--- src/sv/cfq_pkg.sv ---
// cfq_pkg: shared types, operation and status codes for the circular FIFO queue.
// Used by circular_fifo_queue; no dependencies.
`timescale 1ns / 1ps
`default_nettype none

package cfq_pkg;

    localparam int DEPTH_DEF      = 16;
    localparam int DATA_WIDTH_DEF = 32;
    localparam int FIELD_W        = 32;

    localparam logic [1:0] OP_ENQ  = 2'd0;
    localparam logic [1:0] OP_DEQ  = 2'd1;
    localparam logic [1:0] OP_SHOW = 2'd2;

    localparam logic [1:0] ST_OK    = 2'd0;
    localparam logic [1:0] ST_FULL  = 2'd1;
    localparam logic [1:0] ST_EMPTY = 2'd2;

    typedef struct packed {
        logic [1:0]                operation;
        logic signed [FIELD_W-1:0] data_in;
    } t_in;

    typedef struct packed {
        logic [1:0]                status;
        logic signed [FIELD_W-1:0] data_out;
        logic                      last;
    } t_out;

endpackage

`default_nettype wire

--- src/sv/cfq_ram.sv ---
// cfq_ram: storage array of the circular FIFO queue, one write and one read port,
// registered read data. No package dependencies.
`timescale 1ns / 1ps
`default_nettype none

module cfq_ram #(
    parameter int DEPTH = 16,
    parameter int WIDTH = 32
) (
    input  wire logic                     i_clk,
    input  wire logic                     i_we,
    input  wire logic [$clog2(DEPTH)-1:0] i_waddr,
    input  wire logic [WIDTH-1:0]         i_wdata,
    input  wire logic                     i_re,
    input  wire logic [$clog2(DEPTH)-1:0] i_raddr,
    output logic      [WIDTH-1:0]         o_rdata
);

    logic [WIDTH-1:0] r_mem [DEPTH];
    logic [WIDTH-1:0] r_q;

    always_ff @(posedge i_clk) begin
        if (i_we) begin
            r_mem[i_waddr] <= i_wdata;
        end
        // hold read data until the next read
        if (i_re) begin
            r_q <= r_mem[i_raddr];
        end
    end

    assign o_rdata = r_q;

endmodule

`default_nettype wire

--- src/sv/circular_fifo_queue.sv ---
// circular_fifo_queue: ring-buffer FIFO with enqueue, dequeue and display operations.
// Depends on cfq_pkg and cfq_ram.
//
//   port group  direction  handshake               payload
//   in          to block   i_in_valid/o_in_ready   i_in_data  (cfq_pkg::t_in)
//   out         from block o_out_valid/i_out_ready o_out_data (cfq_pkg::t_out)
//
// Enqueue and dequeue sustain one item per cycle while the output is not stalled and no
// display runs; a dequeue result passes the RAM read and then the output register.
// Display of N stored elements holds off the input until its last RAM read, one read
// per result through the single read port; an empty queue gives one result.
// Reset is synchronous, active low, and empties the queue; storage is not cleared.
// A stall on the output backs up the read stage and then drops o_in_ready.
`timescale 1ns / 1ps
`default_nettype none

module circular_fifo_queue #(
    parameter int DEPTH      = cfq_pkg::DEPTH_DEF,
    parameter int DATA_WIDTH = cfq_pkg::DATA_WIDTH_DEF
) (
    input  wire logic          i_clk,
    input  wire logic          i_rst_n,
    input  wire logic          i_in_valid,
    output logic               o_in_ready,
    input  wire cfq_pkg::t_in  i_in_data,
    output logic               o_out_valid,
    input  wire logic          i_out_ready,
    output cfq_pkg::t_out      o_out_data
);

    import cfq_pkg::*;

    localparam int AW = $clog2(DEPTH);
    localparam int CW = $clog2(DEPTH + 1);
    localparam int XW = (DATA_WIDTH > FIELD_W) ? DATA_WIDTH : FIELD_W;
    localparam logic [CW-1:0] FULL_CNT = CW'(DEPTH);
    localparam logic [CW-1:0] ONE_CNT  = CW'(1);
    localparam logic [AW-1:0] LAST_IDX = AW'(DEPTH - 1);

    typedef enum logic [1:0] {
        S_IDLE = 2'b01,
        S_SHOW = 2'b10
    } t_state;

    function automatic logic [AW-1:0] f_next(input logic [AW-1:0] idx);
        return (idx == LAST_IDX) ? '0 : AW'(idx + 1'b1);
    endfunction

    t_state        r_state, n_state;
    logic [AW-1:0] r_head, n_head;
    logic [AW-1:0] r_tail, n_tail;
    logic [CW-1:0] r_count, n_count;
    logic [AW-1:0] r_pos, n_pos;
    logic [CW-1:0] r_left, n_left;

    // read stage: one result waiting for the RAM data or for the output register
    logic       r_rd_valid;
    logic [1:0] r_rd_status;
    logic       r_rd_last;
    logic       r_rd_mem;

    logic r_out_valid;
    t_out r_out;

    logic       out_free, rd_move, stage_free, in_acc;
    logic       is_empty, is_full;
    logic       push, push_last, push_mem;
    logic [1:0] push_status;
    logic       we, re;
    logic [AW-1:0] raddr;

    logic [XW-1:0]         wr_ext;
    logic [DATA_WIDTH-1:0] wr_data;
    logic [DATA_WIDTH-1:0] rd_data;
    logic [XW-1:0]         rd_ext;

    assign out_free   = !r_out_valid || i_out_ready;
    assign rd_move    = r_rd_valid && out_free;
    assign stage_free = !r_rd_valid || out_free;
    assign o_in_ready = (r_state == S_IDLE) && stage_free;
    assign in_acc     = i_in_valid && o_in_ready;
    assign is_empty   = (r_count == '0);
    assign is_full    = (r_count == FULL_CNT);

    // keep the low DATA_WIDTH bits of the unsigned field value
    assign wr_ext  = XW'($unsigned(i_in_data.data_in));
    assign wr_data = wr_ext[DATA_WIDTH-1:0];
    assign rd_ext  = XW'(rd_data);

    // Only one RAM access is issued per cycle and a dequeue never reads an entry
    // written in the same cycle, so no forwarding is needed.
    always_comb begin
        n_state     = r_state;
        n_head      = r_head;
        n_tail      = r_tail;
        n_count     = r_count;
        n_pos       = r_pos;
        n_left      = r_left;
        push        = 1'b0;
        push_status = ST_OK;
        push_last   = 1'b1;
        push_mem    = 1'b0;
        we          = 1'b0;
        re          = 1'b0;
        raddr       = r_head;
        unique case (r_state)
            S_IDLE: begin
                if (in_acc) begin
                    unique case (i_in_data.operation)
                        OP_ENQ: begin
                            push = 1'b1;
                            if (is_full) begin
                                push_status = ST_FULL;
                            end else begin
                                we      = 1'b1;
                                n_tail  = f_next(r_tail);
                                n_count = r_count + 1'b1;
                            end
                        end
                        OP_DEQ: begin
                            push = 1'b1;
                            if (is_empty) begin
                                push_status = ST_EMPTY;
                            end else begin
                                re       = 1'b1;
                                push_mem = 1'b1;
                                n_head   = f_next(r_head);
                                n_count  = r_count - 1'b1;
                            end
                        end
                        OP_SHOW: begin
                            push = 1'b1;
                            if (is_empty) begin
                                push_status = ST_EMPTY;
                            end else begin
                                re        = 1'b1;
                                push_mem  = 1'b1;
                                push_last = (r_count == ONE_CNT);
                                if (r_count != ONE_CNT) begin
                                    n_state = S_SHOW;
                                    n_pos   = f_next(r_head);
                                    n_left  = r_count - 1'b1;
                                end
                            end
                        end
                        default: begin
                            // unused code: drop the item
                        end
                    endcase
                end
            end
            S_SHOW: begin
                if (stage_free) begin
                    push      = 1'b1;
                    re        = 1'b1;
                    raddr     = r_pos;
                    push_mem  = 1'b1;
                    push_last = (r_left == ONE_CNT);
                    n_pos     = f_next(r_pos);
                    n_left    = r_left - 1'b1;
                    if (r_left == ONE_CNT) begin
                        n_state = S_IDLE;
                    end
                end
            end
            default: begin
                n_state = S_IDLE;
            end
        endcase
    end

    cfq_ram #(
        .DEPTH (DEPTH),
        .WIDTH (DATA_WIDTH)
    ) u_ram (
        .i_clk   (i_clk),
        .i_we    (we),
        .i_waddr (r_tail),
        .i_wdata (wr_data),
        .i_re    (re),
        .i_raddr (raddr),
        .o_rdata (rd_data)
    );

    always_ff @(posedge i_clk) begin
        if (!i_rst_n) begin
            r_state     <= S_IDLE;
            r_head      <= '0;
            r_tail      <= '0;
            r_count     <= '0;
            r_pos       <= '0;
            r_left      <= '0;
            r_rd_valid  <= 1'b0;
            r_out_valid <= 1'b0;
        end else begin
            r_state <= n_state;
            r_head  <= n_head;
            r_tail  <= n_tail;
            r_count <= n_count;
            r_pos   <= n_pos;
            r_left  <= n_left;
            if (push) begin
                r_rd_valid <= 1'b1;
            end else if (rd_move) begin
                r_rd_valid <= 1'b0;
            end
            if (rd_move) begin
                r_out_valid <= 1'b1;
            end else if (i_out_ready) begin
                r_out_valid <= 1'b0;
            end
        end
    end

    always_ff @(posedge i_clk) begin
        if (push) begin
            r_rd_status <= push_status;
            r_rd_last   <= push_last;
            r_rd_mem    <= push_mem;
        end
        if (rd_move) begin
            r_out.status   <= r_rd_status;
            r_out.data_out <= r_rd_mem ? rd_ext[FIELD_W-1:0] : '0;
            r_out.last     <= r_rd_last;
        end
    end

    assign o_out_valid = r_out_valid;
    assign o_out_data  = r_out;

    a_count_range: assert property (@(posedge i_clk) disable iff (!i_rst_n)
        r_count <= FULL_CNT)
        else $error("fill count beyond depth");

    a_show_blocks_input: assert property (@(posedge i_clk) disable iff (!i_rst_n)
        (r_state == S_SHOW) |-> !o_in_ready)
        else $error("input accepted during display");

    a_enq_count: assert property (@(posedge i_clk) disable iff (!i_rst_n)
        (in_acc && (i_in_data.operation == OP_ENQ) && !is_full)
        |=> (r_count == CW'($past(r_count) + 1'b1)))
        else $error("enqueue did not advance fill count");

    a_read_lands: assert property (@(posedge i_clk) disable iff (!i_rst_n)
        re |=> (r_rd_valid && r_rd_mem))
        else $error("RAM read without a pending result");

endmodule

`default_nettype wire
--- config.mk ---
export PLATFORM = sky130hd
export DESIGN_NAME = circular_fifo_queue
export DESIGN_NICKNAME = d
export VERILOG_FILES = /design/src/sv/cfq_pkg.sv /design/src/sv/cfq_ram.sv /design/src/sv/circular_fifo_queue.sv
export SDC_FILE = /design/constraint.sdc
export NUM_CORES = 1
export LEC_CHECK = 0
export BUFFER_PORTS_ARGS = -buffer_cell sky130_fd_sc_hd__clkbuf_2
export CAP_MARGIN = 25
export CORE_MARGIN = 3
export CORE_UTILIZATION = 50
export DETAILED_ROUTE_END_ITERATION = 10
export PLACE_DENSITY = 0.74
export SYNTH_ARGS = -nofsm -noshare
export SYNTH_HDL_FRONTEND = slang
export SYNTH_SLANG_ARGS = --single-unit
--- constraint.sdc ---
create_clock -name i_clk -period 6.9 [get_ports i_clk]
set_input_delay 1.38 -clock i_clk [delete_from_list [all_inputs] [get_ports i_clk]]
set_output_delay 1.38 -clock i_clk [all_outputs]
set_load 0.01 [all_outputs]
# Yosys cells after proc, flatten, opt, wreduce, memory -nomap -nowiden

Memories as Yosys holds them, arrays and structs flattened. A register that Yosys moved wholly into a read port is not among the register bits.
Cells that the tools add are included.

Add/subtract/negate cells: 6
Equal/unequal tests: 19
Multiplexer cells: 53
Bitwise logic cells: 2
Reductions and logical operators: 21

Operators by type and width:

| cell                                                                     | number |
|---|---|
| 4-bit two-way mux                                                        | 10 |
| 5-bit two-way mux                                                        | 7 |
| 1-bit two-way mux                                                        | 21 |
| 5-bit case mux with 2 select lines                                       | 2 |
| 2-bit two-way mux                                                        | 7 |
| 4-bit by 1-bit adder with 4-bit output (second input constant)           | 3 |
| 4-bit equality test (second input constant)                              | 3 |
| 2-bit inequality test (second input constant)                            | 6 |
| 6-bit AND reduction                                                      | 2 |
| 5-bit by 1-bit equality test with 1-bit output (second input constant)   | 2 |
| 5-bit by 1-bit subtractor with 5-bit output (second input constant)      | 2 |
| 2-bit case mux with 2 select lines                                       | 2 |
| 4-bit case mux with 2 select lines                                       | 1 |
| 4-bit AND reduction                                                      | 2 |
| 2-bit nonzero test                                                       | 4 |
| 1-bit case mux with 2 select lines                                       | 3 |
| 5-bit by 1-bit adder with 5-bit output (second input constant)           | 1 |
| 5-bit equality test (second input constant)                              | 1 |
| 5-bit zero test                                                          | 1 |
| 5-bit by 1-bit inequality test with 1-bit output (second input constant) | 1 |
| 5-bit AND reduction                                                      | 1 |
| 2-bit by 1-bit equality test with 1-bit output (second input constant)   | 2 |
| 2-bit equality test (second input constant)                              | 2 |
| 2-bit by 1-bit inequality test with 1-bit output (second input constant) | 2 |
| 8 further kinds                                                          | 13 |

Bits in registers: 65
Memory bits (writable): 512
Bits of input ports: 38
Output and inout bits: 37
Word-level logic and storage cells: 116
Memories kept: 1

Memories:

| name        | depth | bits a word | rd ports | clocked after memory_dff | write ports | line          | source |
|---|---|---|---|---|---|---|---|
| u_ram.r_mem | 16    | 32          | 1        | 1                        | 1           | cfq_ram.sv:19 | `logic [WIDTH-1:0] r_mem [DEPTH];` |

# Depth between registers and ports, before layout

Gate-level depths: netlist of the first run.

Depth after elaboration: 9
Mapped depth: 12
Depth with buffers taken out: 8

# Modules after synthesis

Synthesis of the first run repeated with hierarchy kept, for this count alone.

Cell total of the unflattened synthesis: 1135
Area total of the unflattened synthesis: 23420.0 um^2

Modules (own cells, without submodules):

| module              | times used | cells an instance | area an instance (um^2) |
|---|---|---|---|
| cfq_ram             | 1          | 838               | 20174.3 |
| circular_fifo_queue | 1          | 297               | 3245.6 |

# Worst setup path before layout of the first run

OpenSTA, ideal clock, no wires.

Path kind: input port to flip-flop
Start point: in i_out_ready
End point: mem u_ram.r_mem[3][0] (enable)
Library setup time: 461 ps
Data arrival time: 4584 ps
Required time: 6439 ps
Slack: 1855 ps
Stages: 6
Path buffers: 1
Path through: nand3b_4 buf_6 nand3_1 a211oi_2 nand2_1 nor3_1

Word-level cells in the longest chain between the ends: 8

Ends and longest elaborated chain:

| item                                    | line                       | source |
|---|---|---|
| start, declared                         | circular_fifo_queue.sv:27  | `input wire logic i_out_ready,` |
| 1-bit logical OR                        | circular_fifo_queue.sv:77  | `assign out_free = !r_out_valid \|\| i_out_ready;` |
| 1-bit logical OR                        | circular_fifo_queue.sv:79  | `assign stage_free = !r_rd_valid \|\| out_free;` |
| 1-bit logical AND                       | circular_fifo_queue.sv:80  | `assign o_in_ready = (r_state == S_IDLE) && stage_free;` |
| 1-bit logical AND                       | circular_fifo_queue.sv:81  | `assign in_acc = i_in_valid && o_in_ready;` |
| 1-bit two-way mux                       | circular_fifo_queue.sv:108 | `if (in_acc) begin` |
| 1-bit two-way mux                       | circular_fifo_queue.sv:106 | `unique case (r_state)` |
| 1-bit two-way mux                       | cfq_ram.sv:23              | `if (i_we) begin` |
| 1-bit two-way mux (not written as such) | cfq_ram.sv:24              | `r_mem[i_waddr] <= i_wdata;` |
| end, declared                           | cfq_ram.sv:19              |  |

No other way between the ends.

# Final worst setup path of the first run

Start point: in i_out_ready
End point: reg u_ram.r_q[20] (netlist: u_ram.o_rdata[20]), read port of u_ram.r_mem, data pin

Word-level cells in the longest chain between the ends: 6
Elaborated cells on any way between the ends: 9
Classes of those cells: mux (5); reduce/logical (4)

Ends and longest elaborated chain:

| item                               | line                       | source |
|---|---|---|
| 1-bit logical OR (*)               | circular_fifo_queue.sv:77  |  |
| 1-bit logical OR (*)               | circular_fifo_queue.sv:79  |  |
| 1-bit logical AND                  | circular_fifo_queue.sv:80  |  |
| 1-bit logical AND                  | circular_fifo_queue.sv:81  |  |
| 1-bit two-way mux                  | circular_fifo_queue.sv:108 |  |
| 1-bit case mux with 2 select lines | circular_fifo_queue.sv:106 |  |
| end, declared                      | cfq_ram.sv:20              | `logic [WIDTH-1:0] r_q;` |

Every way passes the cells marked *; elsewhere a longest branch is shown, timed or not.
A chain may end at the register's enable or synchronous reset.

==> reports/summary.log, run 1 <==
[global_route] total gr overflow 0
[cts] Setup Buffers After CTS 0
[placed_design] routability congestion estimate 0.7931
[placed_design] half-perimeter wire length after detailed placement 33.45 mm
[worst_setup_path] kind of launch point of the worst setup path primary input
[floorplanning] Placement Rows 81
[floorplanning] core area 48,950 sq um
[layout] most common library cell in the layout ignoring fill and taps sky130_fd_sc_hd__edfxtp_1
[drt] aggregate routed wire length 61.64 mm
[sta] final hold slack 0.4237 ns
[power] worst voltage drop across the vdd grid 0.2515 mV
[layout] count of fill cells added during filler insertion 3,683
[sta] max_slew headroom 28.40%
[layout] most frequent cells in the layout 583 x sky130_fd_sc_hd__edfxtp_1, 167 x sky130_fd_sc_hd__nand2_1, 81 x sky130_fd_sc_hd__a31oi_1
[cts] total of hold buffers inserted after clock tree synthesis 0
[yosys] number of nets in the synthesized netlist 1,722
[floorplanning] number of top-level pins 75
[power] combinational group share of total power 9.8%
[layout] area grow syn2layout 13.13%
[sta] post-layout minimum cycle time 4.558 ns
[worst_setup_path] element type at the critical path end flop
[layout] FF/Latch Area 18,030 sq um
[worst_setup_path] critical path data required time 7.39 ns
[flow_run] max-cap check violation count 0
[run_status] run status finished clean
[drt] TritonRoute pass-1 iters 6
[layout] final net count 1,775
[yosys] async set-reset flop share out of synthesis 0%
[sta] RSZ-0062 raised after global routing no
[sta] peak clock frequency supported by timing 219.4 MHz
[sta] Final Hold Viols 0
[global_route] first-pass GRT wire length 92.68 mm
[drt] total DRC errors in the routed layout 0
[drt] number of DRC markers after the initial detailed-route iteration 1,797
[placed_design] worst slack, placed 1.877 ns
[worst_setup_path] maximum fanout encountered on the critical timing path 41
[power] share of total power in sequential cells 50.8%
[placed_design] dpl cells 2,323
[power] switching fraction of total power 23.37%
[yosys] Gate Count Post-Synth 1,667
[placed_design] number of buffers added on ports 74
[global_route] maximum number of pins on one net before global-route repair 108
[sta] final period utilization 66.06%
[layout] share of the core filled with cells 57.38%
[drt] Antenna Nets Post-Route 0
[layout] share of final-layout standard cells stronger than drive strength 1 14.71%
[cts] H-tree depth 2
[power] leakage 9.649 nW
[cts] number of buffers inserted during clock tree synthesis 58
[global_route] number of antenna violations at the first check in global routing 1
[layout] area of combinational cells with multiple inputs 6248 sq um
[yosys] sequential-to-total area share from yosys stat 72.60%
[power] internal power component 6.441 mW
[layout] Antenna diodes 0
[drt] routed wirelength normalized by instance count 25.35 microns
[cts] worst skew pair latency 0.63 ns
[cts] Root Buffer Master sky130_fd_sc_hd__clkbuf_16
[worst_setup_path] Worst Setup Path Type in -> reg
[drt] Avg Vias per Cell 6.373
[power] pwr/cell area 299.3 nW/um^2
[drt] vias after detailed routing 15,500
[sta] max-slew violation count 0
[sta] Final Skew 0.02358 ns
[global_route] total global routing track utilization 23.16%
[cts] number of gates resized after cts 0
[sta] count of endpoints failing setup in the final report 0
[floorplanning] die outline height 228.8 microns
[yosys] synthesized area per cell 14.90 sq um
[cts] TritonCTS clock tree built
[yosys] Post-Synthesis Cell Area 24,830 sq um
[layout] post-route insts no fill 2,432
[floorplanning] floorplan die area 52,370 sq um
[cts] Max clock buf depth 3
[yosys] distinct cell type count after synthesis 64
[sta] Total Negative Setup Slacks 0 ns
[global_route] vias in the first global route 15,340
[worst_setup_path] signal arrival time at the worst endpoint 5.05 ns
[yosys] Top FF cell, synth sky130_fd_sc_hd__edfxtp_1
[floorplanning] Die W 228.8 microns
[power] share of power burned in the clock network 39.4%
[yosys] total number of yosys warnings 0
[floorplanning] Starting Density 50.72%
[min_path] path type of the worst min-delay path reg -> reg
[sta] Worst Setup Slack, final 2.342 ns
[sta] worst slew pin tran 1.074 ns
[yosys] number of register bits inferred by synthesis 609
[cts] CTS Sinks 609
[cts] Reg clk slew, reported paths 0.06 ns
[yosys] EDFF count, synth 583
[power] total net switching power 1.964 mW
## area by class of cell
type                    instances  share of cell area [%]
flip-flops and latches        609                   64.18
multi-input cells             887                   22.25
clock buffers                  67                   5.363
well taps                     664                   2.958
repair buffers                121                   2.940
clock inverters                41                   1.742
inverters                      43                  0.5746
## metrics by stage
| step | cell area [sq um] | total power [mW] |
|---|---|---|
| finish | 28090 | 8.406 |
| global route | 28090 | 8.688 |
| CTS | 28060 | 8.452 |
| detailed placement | 26070 | 5.165 |
| global placement | 25950 | 5.140 |
| floorplan | 24830 | 4.866 |
## layer usage
metal | global-route usage, % | wire, microns | vias to the layer above
li1 | - | - | 6713
met1 | 30.39 | 23820 | 7694
met2 | 36.33 | 28540 | 915
met3 | 6.107 | 6771 | 175
met4 | 10.92 | 2495 | 2
met5 | 0 | 11 | -
## sequential cells by signal, indices dropped and copies added, names as in the netlist, 2 cells and up
| name | count |
|---|---|
| r_tail | 4 |
| r_count | 5 |
| r_head | 4 |
| u_ram.r_mem | 512 |
| u_ram.o_rdata | 32 |
| r_pos | 4 |
| o_out_data | 35 |
| r_left | 5 |
| r_state | 2 |
| r_rd_status | 2 |
## worst max-delay path: stages
cell and delay, ns:
sky130_fd_sc_hd__clkbuf_2 0.11, sky130_fd_sc_hd__nand3b_4 0.58, sky130_fd_sc_hd__nand4b_1 0.89, sky130_fd_sc_hd__nand2_1 0.72, sky130_fd_sc_hd__buf_4 0.45, sky130_fd_sc_hd__a311oi_1 0.51, sky130_fd_sc_hd__o21a_1 0.22, sky130_fd_sc_hd__o32a_1 0.16
## cells by family (layout without fill, tap and decap cells)
| kind of cell | count (synthesis) | after routing | share of synthesized area (%) |
|---|---|---|---|
| fa+ha+maj | 17 | 17 | 0.8566 |
| flops | 609 | 609 | 72.60 |
| simple gates | 337 | 337 | 6.526 |
| buf+inv | 171 | 272 | 3.084 |
| mux | 82 | 82 | 3.351 |
| xor+xnor | 10 | 10 | 0.3528 |
| compound gates | 441 | 441 | 13.23 |
## synthesized netlist by cell type, types with 10 or more instances
cell type                   instances  area share [%]
sky130_fd_sc_hd__mux2i_1           73             2.9
sky130_fd_sc_hd__o211ai_1          10            0.30
sky130_fd_sc_hd__o32a_1            22            0.89
sky130_fd_sc_hd__buf_4             12            0.36
sky130_fd_sc_hd__a311oi_1          33             1.2
sky130_fd_sc_hd__clkbuf_1          81             1.2
sky130_fd_sc_hd__a2111oi_0         30             1.1
sky130_fd_sc_hd__nand2_1          168             2.5
sky130_fd_sc_hd__buf_2             27            0.54
sky130_fd_sc_hd__nor3_1            10            0.20
sky130_fd_sc_hd__a31oi_1           81             2.0
sky130_fd_sc_hd__o21a_1            30            0.91
sky130_fd_sc_hd__and2_1            37            0.93
sky130_fd_sc_hd__and3_1            39            0.98
sky130_fd_sc_hd__a211oi_1          37             1.1
sky130_fd_sc_hd__nor2_1            23            0.35
sky130_fd_sc_hd__nand3_1           28            0.56
sky130_fd_sc_hd__edfxtp_1         583              71
sky130_fd_sc_hd__a22oi_1           23            0.70
sky130_fd_sc_hd__o21ai_0           68             1.4
sky130_fd_sc_hd__ha_1              17            0.86
sky130_fd_sc_hd__inv_1             42            0.63
sky130_fd_sc_hd__a221oi_1          60             2.1
sky130_fd_sc_hd__dfxtp_1           26             2.1
sky130_fd_sc_hd__nor2b_1           11            0.28
## path summary, 6_finish.rpt
check,startpoint,to,slack (ns),depth (start not counted)
hold / removal,r_rd_last,o_out_data[0],0.42,0
setup / recovery,i_out_ready,u_ram.o_rdata[20],2.34,8
setup reg to reg,r_rd_valid,u_ram.o_rdata[20],2.83,7
hold reg to reg,r_rd_last,o_out_data[0],0.42,0
## power by group through the flow
stage | logic [mW] | registers [mW] | clock network [mW]
2_1_floorplan | 0.515 | 4.35 | 0
3_3_place_gp | 0.791 | 4.35 | 0
3_5_place_dp | 0.814 | 4.35 | 0
4_1_cts | 0.821 | 4.27 | 3.36
5_1_grt | 0.898 | 4.28 | 3.51
6_report | 0.821 | 4.27 | 3.31
Power figures use the tool's default switching activity.
==> inputs of run 2 (changes only) <==
==> constraint.sdc (replaced) <==
create_clock -name i_clk -period 4.5 [get_ports i_clk]
set_input_delay 0.9 -clock i_clk [delete_from_list [all_inputs] [get_ports i_clk]]
set_output_delay 0.9 -clock i_clk [all_outputs]
set_load 0.01 [all_outputs]
==> reports/summary.log, run 2 (synthesis gave the netlist of run 1 again) <==
[layout] max FFs per register 512 [unchanged]
[sta] max_slew headroom 33.58% [was 28.40%]
[power] leakage 9.714 nW [was 9.649 nW]
[cts] Reg clk slew, reported paths 0.06 ns [about the same]
[sta] RSZ-0062 raised after global routing no [unchanged]
[layout] share of final-layout standard cells stronger than drive strength 1 15.45% [was 14.71%]
[floorplanning] Placement Rows 81 [unchanged]
[worst_setup_path] maximum fanout encountered on the critical timing path 24 [was 41]
[global_route] total global routing track utilization 23.98% [was 23.16%]
[sta] Final Hold Viols 0 [unchanged]
[power] pwr/cell area 453.6 nW/um^2 [was 299.3 nW/um^2]
[global_route] first-pass GRT wire length 96.08 mm [was 92.68 mm]
[worst_setup_path] critical path, cell by cell inv_1 -> ha_1 -> buf_4 -> inv_2 -> o21ai_1 -> nand2_2 -> a221oi_1 -> a31oi_1 -> o221ai_1 [was clkbuf_2 -> nand3b_4 -> nand4b_1 -> nand2_1 -> buf_4 -> a311oi_1 -> o21a_1 -> o32a_1]
[placed_design] number of buffers added on ports 74 [unchanged]
[sta] Total Negative Setup Slacks 0 ns [unchanged]
[worst_setup_path] Largest stage delay, worst path 0.66 ns [was 0.89 ns]
[sta] final period utilization 83.51%
[sta] count of endpoints failing setup in the final report 0 [unchanged]
[cts] number of buffers inserted during clock tree synthesis 59 [was 58]
[power] total power after layout 12.81 mW [was 8.406 mW]
[cts] Max clock buf depth 3 [unchanged]
[worst_setup_path] destination of the worst register-to-register timing path u_ram.o_rdata[16] [was u_ram.o_rdata[20]]
[cts] TritonCTS clock tree built [unchanged]
[layout] most common library cell in the layout ignoring fill and taps sky130_fd_sc_hd__edfxtp_1 [unchanged]
[sta] post-layout minimum cycle time 3.758 ns
[sta] worst slew pin tran 0.9755 ns [was 1.074 ns]
[layout] final net count 1,791 [was 1,775]
[worst_setup_path] element type at the critical path end flop [unchanged]
[floorplanning] floorplan die area 52,370 sq um [unchanged]
[sta] peak clock frequency supported by timing 266.1 MHz
[drt] TritonRoute pass-1 iters 5 [was 6]
[cts] Root Buffer Master sky130_fd_sc_hd__clkbuf_16 [unchanged]
[drt] aggregate routed wire length 63.84 mm [was 61.64 mm]
[layout] area of combinational cells with multiple inputs 6274 sq um [was 6248 sq um]
[run_status] run status finished clean [unchanged]
[floorplanning] core area 48,950 sq um [unchanged]
[global_route] total gr overflow 0 [unchanged]
[min_path] hold path start r_rd_last [unchanged]
[worst_setup_path] setup slack, reg-to-reg 0.74 ns [was 2.83 ns]
[layout] area grow syn2layout 13.73% [was 13.13%]
[sta] final hold slack 0.4226 ns [was 0.4237 ns]
[floorplanning] Starting Density 50.72% [unchanged]
[cts] Setup Buffers After CTS 0 [unchanged]
[layout] Reg with most FFs u_ram.r_mem [unchanged]
[drt] Avg Vias per Cell 6.394 [was 6.373]
[placed_design] routability congestion estimate 0.8452 [was 0.7931]
[global_route] vias in the first global route 15,550 [was 15,340]
[drt] number of DRC markers after the initial detailed-route iteration 2,093 [was 1,797]
[floorplanning] number of top-level pins 75 [unchanged]
[layout] most frequent cells in the layout 583 x sky130_fd_sc_hd__edfxtp_1, 167 x sky130_fd_sc_hd__nand2_1, 81 x sky130_fd_sc_hd__a31oi_1 [unchanged]
[global_route] global routing met2 resource utilization 38.04% [was 36.33%]
[global_route] maximum number of pins on one net before global-route repair 76 [was 108]
[worst_setup_path] critical path data required time 4.93 ns [was 7.39 ns]
[sta] Final Skew 0.02122 ns [was 0.02358 ns]
[cts] total of hold buffers inserted after clock tree synthesis 0 [unchanged]
[drt] vias after detailed routing 15,670 [was 15,500]
[placed_design] Placed Instance Area 26,280 sq um [was 26,070 sq um]
[layout] Antenna diodes 0 [unchanged]
[worst_setup_path] Worst Setup Path Type reg -> reg [was in -> reg]
[sta] max-slew violation count 0 [unchanged]
[worst_setup_path] launch point of the worst reg-to-reg path r_state[0] [was r_rd_valid]
[drt] total DRC errors in the routed layout 0 [unchanged]
[flow_run] max-cap check violation count 0 [unchanged]
[power] worst voltage drop across the vdd grid 0.2878 mV [was 0.2515 mV]
[worst_setup_path] kind of launch point of the worst setup path flop [was primary input]
[global_route] most used routing layer in global routing met2 [unchanged]
[global_route] Global Route met3 Usage 4.748% [was 6.107%]
[cts] H-tree depth 2 [unchanged]
[min_path] path type of the worst min-delay path reg -> reg [unchanged]
[cts] worst skew pair latency 0.63 ns [about the same]
[worst_setup_path] CP max stage cell sky130_fd_sc_hd__o21ai_1 [was sky130_fd_sc_hd__nand4b_1]
[worst_setup_path] FF-to-FF path depth 9 [was 7]
[global_route] number of antenna violations at the first check in global routing 1 [unchanged]
[placed_design] half-perimeter wire length after detailed placement 36.56 mm [was 33.45 mm]
[min_path] WHS Path Cells 0 [unchanged]
[drt] routed wirelength normalized by instance count 26.06 microns [was 25.35 microns]
[min_path] end point of the most critical hold path o_out_data[0] [unchanged]
[layout] finished layout cell area 28,240 sq um [was 28,090 sq um]
[cts] CTS Sinks 609 [unchanged]
[drt] Antenna Nets Post-Route 0 [unchanged]
[floorplanning] Die W 228.8 microns [unchanged]
[worst_setup_path] signal arrival time at the worst endpoint 4.18 ns [was 5.05 ns]
[layout] FF/Latch Area 18,030 sq um [unchanged]
[global_route] M1 GR Usage 33.06% [was 30.39%]
[floorplanning] die outline height 228.8 microns [unchanged]
[cts] number of gates resized after cts 0 [unchanged]
[layout] count of fill cells added during filler insertion 3,693 [was 3,683]
==> run 2: cell types whose count changed in the layout (fill, tap and decap cells not counted), sizes merged <==
cell	previous run	this run
clkinvlp	6	1
buf	47	62
bufinv	10	7
clkbuf	141	149
clkinv	23	26
==> run 2: critical path, delay by kind of cell, from the launching register on <==
family | cells | cell delay, ns
fa+ha+maj | 1 | 0.50
simple gates | 1 | 0.63
buf+inv | 3 | 0.54
compound gates | 4 | 1.56
flops | 1 | 0.33
==> run 2: area by class of cell <==
class,instances,area share (%)
Clock inverter,36,1.320
Inverter,43,0.5716
Tap cell,664,2.942
Multi-Input combinational cell,887,22.22
Timing Repair Buffer,136,3.562
Clock buffer,75,5.552
Sequential cell,609,63.84
==> run 2: worst max path at each step <==
stage	cells after the start	start	end	slack (ns)
finish	9	r_state[0]	u_ram.o_rdata[16]	0.74
global route	9	r_state[0]	u_ram.o_rdata[16]	0.52
CTS	9	r_state[0]	u_ram.o_rdata[16]	0.79
detailed placement	7	i_out_ready	u_ram.r_mem[5][1]	0.70
global placement	7	i_out_ready	u_ram.r_mem[5][12]	0.72
floorplan	6	i_out_ready	u_ram.r_mem[7][0]	0.79
==> run 2: stage by stage <==
stage | instances | worst slack, ns | utilization (%)
detailed placement | 2338 | 0.6951 | 53.69
CTS | 2449 | 0.7914 | 57.66
floorplan | 1667 | 0.7894 | -
global route | 2450 | 0.5200 | 57.69
global placement | 2338 | 0.7151 | 53.69
finish | 2450 | 0.7421 | 57.69
==> run 2: routing by layer <==
| layer | wire length (microns) | part of all wire, % | vias up |
|---|---|---|---|
| li1 | - | - | 6767 |
| met1 | 25150 | 39 | 7808 |
| met2 | 30030 | 47 | 939 |
| met3 | 6420 | 10 | 151 |
| met4 | 2240 | 3.5 | 0 |
| met5 | 0 | 0 | - |
==> run 2: report_power, final <==
group	internal (mW)	total [mW]	leakage (nW)	switching (mW)
Sequential	6.46	6.55	5.47	0.0885
Combinational	0.455	1.29	3.29	0.839
Clock	2.87	4.97	0.959	2.10
Total	9.78	12.8	9.71	3.03
==> inputs of run 3 (changes only) <==
==> constraint.sdc (replaced) <==
create_clock -name i_clk -period 3.71 [get_ports i_clk]
set_input_delay 0.742 -clock i_clk [delete_from_list [all_inputs] [get_ports i_clk]]
set_output_delay 0.742 -clock i_clk [all_outputs]
set_load 0.01 [all_outputs]
==> reports/summary.log, run 3 (synthesis gave the netlist of run 1 again) <==
[global_route] global routing met2 resource utilization 37.14% [was 38.04%]
[worst_setup_path] CP max stage cell sky130_fd_sc_hd__a311oi_1 [was sky130_fd_sc_hd__o21ai_1]
[worst_setup_path] critical path, cell by cell inv_1 -> ha_1 -> and2_4 -> a211o_2 -> buf_4 -> a221oi_1 -> a311oi_1 -> o21a_1 -> o32a_1 [was inv_1 -> ha_1 -> buf_4 -> inv_2 -> o21ai_1 -> nand2_2 -> a221oi_1 -> a31oi_1 -> o221ai_1]
[worst_setup_path] signal arrival time at the worst endpoint 3.72 ns [was 4.18 ns]
[worst_setup_path] FF-to-FF path depth 9 [unchanged]
[sta] Final Hold Viols 0 [unchanged]
[drt] TritonRoute pass-1 iters 5 [unchanged]
[sta] max_slew headroom 37.56% [was 33.58%]
[cts] number of gates resized after cts 0 [unchanged]
[global_route] number of antenna violations at the first check in global routing 0 [was 1]
[layout] finished layout cell area 28,260 sq um [was 28,240 sq um]
[floorplanning] die outline height 228.8 microns [unchanged]
[placed_design] routability congestion estimate 0.7957 [was 0.8452]
[sta] max-slew violation count 0 [unchanged]
[sta] worst slew pin tran 0.9366 ns [was 0.9755 ns]
[cts] total of hold buffers inserted after clock tree synthesis 0 [unchanged]
[sta] final period utilization 87.68% [was 83.51%]
[global_route] total global routing track utilization 22.99% [was 23.98%]
[flow_run] max-cap check violation count 0 [unchanged]
[power] pwr/cell area 536.5 nW/um^2 [was 453.6 nW/um^2]
[layout] most common library cell in the layout ignoring fill and taps sky130_fd_sc_hd__edfxtp_1 [unchanged]
[drt] vias after detailed routing 15,370 [was 15,670]
[sta] RSZ-0062 raised after global routing no [unchanged]
[worst_setup_path] kind of launch point of the worst setup path flop [unchanged]
[cts] worst skew pair latency 0.62 ns [was 0.63 ns]
[layout] most frequent cells in the layout 583 x sky130_fd_sc_hd__edfxtp_1, 167 x sky130_fd_sc_hd__nand2_1, 81 x sky130_fd_sc_hd__a31oi_1 [unchanged]
[placed_design] dpl cells 2,345 [was 2,338]
[layout] Reg with most FFs u_ram.r_mem [unchanged]
[run_status] run status finished clean [unchanged]
[cts] number of buffers inserted during clock tree synthesis 60 [was 59]
[global_route] first-pass GRT wire length 92.00 mm [was 96.08 mm]
[worst_setup_path] critical path data required time 4.18 ns [was 4.93 ns]
[layout] area grow syn2layout 13.81% [was 13.73%]
[worst_setup_path] element type at the critical path end flop [unchanged]
[global_route] maximum number of pins on one net before global-route repair 62 [was 76]
[global_route] most used routing layer in global routing met2 [unchanged]
[sta] Final Skew 0.02273 ns [was 0.02122 ns]
[global_route] M1 GR Usage 31.39% [was 33.06%]
[cts] Max clock buf depth 3 [unchanged]
[placed_design] number of buffers added on ports 74 [unchanged]
[global_route] Global Route met3 Usage 4.711% [was 4.748%]
[floorplanning] Die W 228.8 microns [unchanged]
[sta] post-layout minimum cycle time 3.253 ns [was 3.758 ns]
[floorplanning] core area 48,950 sq um [unchanged]
[cts] CTS Sinks 609 [unchanged]
[floorplanning] Placement Rows 81 [unchanged]
[worst_setup_path] Largest stage delay, worst path 0.61 ns [was 0.66 ns]
[layout] share of final-layout standard cells stronger than drive strength 1 14.96% [was 15.45%]
[layout] max FFs per register 512 [unchanged]
[drt] number of DRC markers after the initial detailed-route iteration 1,788 [was 2,093]
[sta] count of endpoints failing setup in the final report 0 [unchanged]
[drt] Avg Vias per Cell 6.260 [was 6.394]
[power] worst voltage drop across the vdd grid 0.3609 mV [was 0.2878 mV]
[drt] Antenna Nets Post-Route 0 [unchanged]
[global_route] total gr overflow 0 [unchanged]
[global_route] vias in the first global route 15,270 [was 15,550]
[placed_design] half-perimeter wire length after detailed placement 34.06 mm [was 36.56 mm]
[cts] Reg clk slew, reported paths 0.06 ns [about the same]
[floorplanning] floorplan die area 52,370 sq um [unchanged]
[placed_design] Placed Instance Area 26,450 sq um [was 26,280 sq um]
[floorplanning] number of top-level pins 75 [unchanged]
[drt] aggregate routed wire length 60.74 mm [was 63.84 mm]
[cts] Setup Buffers After CTS 0 [unchanged]
[drt] routed wirelength normalized by instance count 24.74 microns [was 26.06 microns]
[min_path] path type of the worst min-delay path reg -> reg [unchanged]
[layout] final net count 1,798 [was 1,791]
[layout] Antenna diodes 0 [unchanged]
[min_path] WHS Path Cells 0 [unchanged]
[power] leakage 9.688 nW [was 9.714 nW]
[worst_setup_path] maximum fanout encountered on the critical timing path 32 [was 24]
[cts] TritonCTS clock tree built [unchanged]
[drt] total DRC errors in the routed layout 0 [unchanged]
[cts] H-tree depth 2 [unchanged]
[layout] post-route insts no fill 2,455 [was 2,450]
[floorplanning] Starting Density 50.72% [unchanged]
[worst_setup_path] Worst Setup Path Type reg -> reg [unchanged]
[sta] peak clock frequency supported by timing 307.4 MHz [was 266.1 MHz]
[sta] Total Negative Setup Slacks 0 ns [unchanged]
[cts] Root Buffer Master sky130_fd_sc_hd__clkbuf_16 [unchanged]
[run 3: changes by cell type in the layout (fill, tap and decap cells not counted), sizes merged]
cell      before  now
buf           62   68
bufinv         7    3
clkinvlp       1    3
clkbuf       149  150
[run 3: worst paths after layout]
| path | from | slack, ns | end |
|---|---|---|---|
| worst min register to register | r_rd_last | 0.42 | o_out_data[0] |
| worst max-delay path | r_state[0] | 0.46 | u_ram.o_rdata[12] |
| worst min-delay path | r_rd_last | 0.42 | o_out_data[0] |
| worst max register to register | r_state[0] | 0.46 | u_ram.o_rdata[12] |
[run 3: through the flow]
step | hold slack [ns] | setup WS, ns | total power, mW | utilization [%]
6_report | 0.4195 | 0.4570 | 15.16 | 57.73
5_1_grt | 0.4232 | 0.3231 | 15.71 | 57.73
4_1_cts | 0.4197 | 0.5129 | 15.27 | 57.73
3_5_place_dp | 0.4054 | 0.3617 | 9.642 | 54.03
3_3_place_gp | 0.4036 | 0.4315 | 9.597 | 54.03
2_1_floorplan | 0.4003 | 0.1574 | 9.049 | -
[run 3: power by group]
| group | leakage [nW] | total, mW | switching, mW | internal, mW |
|---|---|---|---|---|
| logic | 3.35 | 1.56 | 0.984 | 0.572 |
| registers | 5.47 | 7.94 | 0.104 | 7.83 |
| clock network | 0.870 | 5.67 | 2.50 | 3.17 |
| total | 9.69 | 15.2 | 3.58 | 11.6 |
[run 3: final cells by class]
| cell class | count | area, sq um |
|---|---|---|
| multi-input cells | 887 | 6274 |
| repair buffers | 142 | 1156 |
| well taps | 664 | 830.8 |
| clock inverters | 34 | 247.7 |
| inverters | 43 | 161.4 |
| fillers | 3621 | 20690 |
| clock buffers | 76 | 1562 |
| flip-flops and latches | 609 | 18030 |
[run 3: worst max-delay path: cells and delay by family (launching register included)]
kind	cells	cell delay, ns
AO/OA/AOI/OAI	5	1.51
AND/OR/NAND/NOR	1	0.47
adder cells (fa/ha/maj)	1	0.40
buffers and inverters	2	0.37
flip-flops	1	0.33
[run 3: per-layer routing]
layer	up-vias	share of wire, %
li1	6765	-
met1	7748	41
met2	721	48
met3	135	8.3
met4	0	2.9
met5	-	0
